File: src/design/lis_pkg.sv
// Shared types and constants for the longest increasing subsequence block.
// Holds the item structs and the sequencer state type; depends on nothing.
package lis_pkg;

  localparam int DATA_W = 32;
  localparam int LEN_W  = 11;

  typedef struct packed {
    logic signed [DATA_W-1:0] value;
    logic                     first;
  } in_t;

  typedef struct packed {
    logic [LEN_W-1:0] length;
    logic             overflow;
  } out_t;

  typedef enum logic [2:0] {
    ST_IDLE,
    ST_SCAN,
    ST_LAST,
    ST_WRITE,
    ST_EMIT
  } state_t;

endpackage

File: src/design/lis_core.sv
// Sequencer and shared compare unit: scans stored elements one per cycle.
// Depends on lis_pkg and drives the ports of lis_ram.
module lis_core #(
  parameter int MAX_LEN = 1024,
  parameter int CNT_W   = 11,
  parameter int ADDR_W  = 10
) (
  input  logic                                 clk,
  input  logic                                 rst_n,
  input  logic                                 in_valid,
  output logic                                 in_ready,
  input  lis_pkg::in_t                         in_data,
  output logic                                 res_valid,
  input  logic                                 res_ready,
  output logic [CNT_W-1:0]                     res_length,
  output logic                                 res_ovf,
  output logic                                 ram_we,
  output logic [ADDR_W-1:0]                    ram_waddr,
  output logic [lis_pkg::DATA_W+CNT_W-1:0]     ram_wdata,
  output logic                                 ram_re,
  output logic [ADDR_W-1:0]                    ram_raddr,
  input  logic [lis_pkg::DATA_W+CNT_W-1:0]     ram_rdata
);

  lis_pkg::state_t state_r, state_nxt;

  logic [lis_pkg::DATA_W-1:0] key_r;
  logic [CNT_W-1:0]           chain_r;
  logic [CNT_W-1:0]           count_r;
  logic [CNT_W-1:0]           best_r;
  logic                       ovf_r;
  logic [ADDR_W-1:0]          idx_r;
  logic                       rd_vld_r;

  logic [CNT_W-1:0]           cnt_eff;
  logic                       full_eff;
  logic                       accept;
  logic [ADDR_W-1:0]          last_idx;
  logic [lis_pkg::DATA_W-1:0] rd_key;
  logic [CNT_W-1:0]           rd_chain;
  logic                       extend;

  assign cnt_eff  = in_data.first ? '0 : count_r;
  assign full_eff = (cnt_eff == CNT_W'(MAX_LEN));
  assign accept   = in_valid && in_ready;
  assign last_idx = ADDR_W'(count_r - CNT_W'(1));
  assign rd_key   = ram_rdata[lis_pkg::DATA_W+CNT_W-1:CNT_W];
  assign rd_chain = ram_rdata[CNT_W-1:0];
  assign extend   = rd_vld_r && (rd_key < key_r) && (rd_chain >= chain_r);

  always_comb begin
    state_nxt = state_r;
    case (state_r)
      lis_pkg::ST_IDLE: begin
        if (in_valid) begin
          if (full_eff) begin
            state_nxt = lis_pkg::ST_EMIT;
          end else if (cnt_eff == '0) begin
            state_nxt = lis_pkg::ST_WRITE;
          end else begin
            state_nxt = lis_pkg::ST_SCAN;
          end
        end
      end
      lis_pkg::ST_SCAN: begin
        if (idx_r == last_idx) begin
          state_nxt = lis_pkg::ST_LAST;
        end
      end
      lis_pkg::ST_LAST:  state_nxt = lis_pkg::ST_WRITE;
      lis_pkg::ST_WRITE: state_nxt = lis_pkg::ST_EMIT;
      lis_pkg::ST_EMIT: begin
        if (res_ready) begin
          state_nxt = lis_pkg::ST_IDLE;
        end
      end
      default: state_nxt = lis_pkg::ST_IDLE;
    endcase
  end

  always_comb begin
    in_ready  = (state_r == lis_pkg::ST_IDLE);
    ram_re    = (state_r == lis_pkg::ST_SCAN);
    ram_we    = (state_r == lis_pkg::ST_WRITE);
    res_valid = (state_r == lis_pkg::ST_EMIT);
  end

  assign ram_raddr  = idx_r;
  assign ram_waddr  = count_r[ADDR_W-1:0];
  assign ram_wdata  = {key_r, chain_r};
  assign res_length = best_r;
  assign res_ovf    = ovf_r;

  always_ff @(posedge clk) begin
    if (!rst_n) begin
      state_r  <= lis_pkg::ST_IDLE;
      count_r  <= '0;
      best_r   <= '0;
      ovf_r    <= 1'b0;
      rd_vld_r <= 1'b0;
    end else begin
      state_r  <= state_nxt;
      rd_vld_r <= ram_re;
      if (accept) begin
        count_r <= cnt_eff;
        best_r  <= in_data.first ? '0 : best_r;
        ovf_r   <= (in_data.first ? 1'b0 : ovf_r) | full_eff;
      end
      if (ram_we) begin
        count_r <= count_r + CNT_W'(1);
        if (chain_r > best_r) begin
          best_r <= chain_r;
        end
      end
    end
  end

  always_ff @(posedge clk) begin
    if (accept) begin
      key_r   <= {~in_data.value[lis_pkg::DATA_W-1], in_data.value[lis_pkg::DATA_W-2:0]};
      chain_r <= CNT_W'(1);
      idx_r   <= '0;
    end else begin
      if (ram_re) begin
        idx_r <= idx_r + ADDR_W'(1);
      end
      if (extend) begin
        chain_r <= rd_chain + CNT_W'(1);
      end
    end
  end

endmodule

File: config.mk
export PLATFORM = sky130hd
export DESIGN_NAME = lis_core
export DESIGN_NICKNAME = d
export VERILOG_FILES = /design/src/design/lis_pkg.sv /design/src/design/lis_core.sv
export SDC_FILE = /design/constraint.sdc
export NUM_CORES = 1
export LEC_CHECK = 0
export BUFFER_PORTS_ARGS = -buffer_cell sky130_fd_sc_hd__buf_2
export CORE_ASPECT_RATIO = 0.7
export CORE_MARGIN = 2
export CORE_UTILIZATION = 45
export CTS_CLUSTER_SIZE = 30
export DETAILED_ROUTE_END_ITERATION = 12
export MAX_ROUTING_LAYER = met4
export PLACE_DENSITY = 0.75
export SYNTH_ARGS = -nofsm -noshare
export SYNTH_HDL_FRONTEND = slang
export SYNTH_SLANG_ARGS = --single-unit
File: constraint.sdc
create_clock -name clk -period 2.2 [get_ports clk]
set_input_delay 0.44 -clock clk [delete_from_list [all_inputs] [get_ports clk]]
set_output_delay 0.44 -clock clk [all_outputs]
set_load 0.01 [all_outputs]
==> metrics <==
outcome finished, violations left; failing checks setup timing; vias in the first global route 4283; XOR/XNOR Fraction of Synth Area 4.89%; Tot GR Track Use 22.7%; Post-synth ARST share 0%; final setup skew 0.00514 ns; initial antenna violation count 0; sequence of cells on the critical path inv_1 > ha_1 > a21o_1 > a221o_1 > a221oi_2 > o211ai_1 > a211oi_4 > buf_12 > mux2i_1 > nor2_1; leading area contributor after synthesis dfxtp_1; Hold Crit Class input port to flip-flop; DRT Wirelength 12.9 mm; CTS H-tree depth 3; Critical Path Fanout Max 18; CORE AREA 10400 um2; TritonRoute pass-1 iters 5; Leak 3.07 nW; Post-Place Setup Slack -0.873 ns; Multi-input gate area 2580 um2; Hold WS 0.282 ns; Root Buffer clkbuf_16; compound-gate portion of the synthesized area 15.8%; Die Y-Extent 90.7 um; worst skew pair latency 0.33 ns; Comb pwr share 27.2%; Final ANT Viol Nets 0; row cnt 31; vias per std cell 5.23; Final nets 847; Post-synth top flop dfxtp_1; Final Cell Area 6370 um2; share of power burned in registers 40.7%; Post-synth EDFFs 32; Chip Width 128 um; Final Hold Fails 0; Psw 1.32 mW; peak supply drop 0.409 mV; DRT iter0 DRCs 259; fin crit share 112%; relative slew slack 61.0%; largest family of logic cells by synthesized area simple AND/OR/NAND/NOR gates; slowest cell delay on critical path 0.39 ns; CP max-delay cell edfxtp_1; f_max 406 MHz; crit path launch type flip-flop; Placed Area 6020 um2; worst slew pin tran 0.580 ns; Avg WL per Cell 15.2 um; Num CTS Buffers 9; detailed-route DRC error count 0; global-route wire length before repair 20.5 mm; switch share 30.2%; critical path capture point type flip-flop; Final Wtd Congestion 0.883; syn_nets 653; IO buf count 158; via count 4433; Post-Synth Adder-Cell Area 14.7%; mapped cell area 4840 um2; Clock Power Share 32.1%; fin. max-slew vios 0; setup TNS -2.36 ns; share of the synthesized area in the top cell type 19.9%; Cells after Synth 516; WP data required 2.41 ns; clk slew on worst S/H paths 0.06 ns; Post-Synth Simple-Gate Area 16.1%; area delta synth->final 31.6%; post-synthesis mux area share 0.828%; maximum capacitance violations 0; initial core utilization 46.5%; final worst slack -0.262 ns; Max Root-Sink Buffers 2; register area share after synthesis 39.7%; Antenna diodes 0; # IOs 159; ratio of cells with drive above 1 in the final layout 34.5%; Crit Path Category flip-flop to flip-flop; Int Power 3.04 mW; synthesized area per cell 9.37 um2; Distinct cells, synth 59; synth warn 0; number of synthesized register bits 80; RSZ-0062 raised after global routing yes; crit path DAT 2.67 ns; Synth area leaders dfxtp_1 (20%), edfxtp_1 (20%), ha_1 (15%); pin count of the biggest net entering global routing 36; post-DP HPWL 10.2 mm; Final min period 2.46 ns; GR Overflow Total 0; Reg area 1920 um2; Cell Pwr Density 684 nW/um2; die area 11600 um2; Tot Pwr 4.36 mW; Final Setup Violations 11; Sink Count 80; filler instances 929; CTS tree done
==> logic make-up (layout without fill, tap and decap cells) <==
| family | count (synthesis) | count (layout) |
|---|---|---|
| compound gates | 112 | 112 |
| xor+xnor | 27 | 27 |
| fa+ha+maj | 57 | 57 |
| buf+inv | 88 | 287 |
| flops | 80 | 80 |
| mux | 4 | 4 |
| simple gates | 148 | 148 |
==> synthesized netlist by cell type, drive strengths merged (2+ instances only) <==
| master | count |
|---|---|
| inv | 62 |
| ha | 57 |
| dfxtp | 48 |
| nor2 | 38 |
| a21oi | 37 |
| edfxtp | 32 |
| nand2 | 29 |
| o21ai | 24 |
| buf | 17 |
| nand3 | 17 |
| xor2 | 15 |
| a211oi | 13 |
| xnor2 | 12 |
| nand4 | 11 |
| a22o | 10 |
| and2 | 9 |
| and3 | 9 |
| clkbuf | 9 |
| nor3 | 6 |
| nand2b | 5 |
| nor2b | 5 |
| nor3b | 5 |
| a31oi | 4 |
| mux2i | 4 |
| o211ai | 4 |
| a211o | 3 |
| nor4 | 3 |
| a21o | 2 |
| and4 | 2 |
| o2111ai | 2 |
| o21a | 2 |
| o311ai | 2 |
| or3b | 2 |
| or4 | 2 |
==> metal layers <==
layer	vias up	track usage, %	share of wire [%]
met5	-	-	0
met4	0	5.68	1.1
met3	15	4.38	4.7
met2	118	37.2	48
met1	2085	29.0	46
li1	2215	-	-
==> power groups by stage <==
stage                     combinational, mW  clock, mW  sequential, mW
after floorplan                       0.597          0            1.86
after global placement                 1.11          0            1.80
after detailed placement               1.16          0            1.81
after CTS                              1.18       1.42            1.77
after global routing                   1.32       1.48            1.79
final                                  1.19       1.40            1.77
==> worst paths after layout <==
path / from / end / slack [ns] / depth (start not counted)
worst min-delay path: in_data[30] / key_r[29]$_DFFE_PP_ / 0.28 / 1
worst max-delay path: key_r[21]$_DFFE_PP_ / chain_r[1]$_SDFFE_PP0P_ / -0.26 / 10
worst max register to register: key_r[21]$_DFFE_PP_ / chain_r[1]$_SDFFE_PP0P_ / -0.26 / 10
worst min register to register: count_r[10]$_SDFFE_PN0P_ / count_r[10]$_SDFFE_PN0P_ / 0.48 / 1
==> cell usage in the layout, fill, tap and decap left out, types with 3 or more instances in the layout <==
| cell type | Yosys | routed |
|---|---|---|
| xnor2_1 | 12 | 12 |
| nand3_1 | 17 | 17 |
| and3_1 | 9 | 8 |
| a21oi_1 | 37 | 37 |
| nor3_1 | 6 | 6 |
| a22o_1 | 10 | 10 |
| nor2_1 | 38 | 38 |
| a211oi_2 | 10 | 9 |
| nand2_1 | 29 | 29 |
| nor2b_1 | 5 | 5 |
| nor3b_1 | 4 | 4 |
| buf_2 | 4 | 158 |
| xor2_1 | 15 | 15 |
| and2_1 | 8 | 9 |
| clkbuf_16 | 0 | 9 |
| o21ai_1 | 3 | 4 |
| a211o_1 | 3 | 3 |
| edfxtp_1 | 32 | 32 |
| ha_1 | 57 | 57 |
| o21ai_0 | 21 | 20 |
| dfxtp_1 | 48 | 46 |
| o211ai_1 | 4 | 4 |
| a31oi_1 | 4 | 4 |
| inv_1 | 60 | 60 |
| nand4_1 | 11 | 11 |
| a211oi_1 | 3 | 3 |
| buf_4 | 11 | 50 |
| nand2b_1 | 5 | 5 |
| mux2i_1 | 4 | 4 |
==> worst max-delay path, delay by kind of cell, from the launching register on <==
kind,cells,cell delay [ns]
buf+inv,2,0.25
flops,1,0.39
mux,1,0.19
simple gates,1,0.05
fa+ha+maj,1,0.23
compound gates,5,1.21
==> stage by stage <==
step                      instances  util (%)
final                           847      61.2
after global routing            847      61.2
after CTS                       847      61.1
after detailed placement        830      57.9
after global placement          830      57.9
after floorplan                 516         -
==> final cells by class <==
cell class                 instances  share of cell area [%]
clock inverter                     3                   0.275
clock buffer                      13                    4.09
timing repair buffer             209                    18.6
tap                              132                    2.59
sequential                        80                    30.2
multi-input combinational        348                    40.5
inverter                          62                    3.66
==> sequential cells by signal, indices dropped and copies added (netlist names) <==
name        cells
key_r          32
chain_r        11
count_r        11
res_length     11
ram_raddr      10
state_r         3
rd_vld_r        1
res_ovf         1
==> timing repair <==
action,in CTS,in global routing
buffers inserted,1,0
pin swaps,2,0
resized for setup,7,4
endpoints found under the setup margin,11,22
hold buffers,0,0
Note: power is estimated with default switching activity, not from simulation.
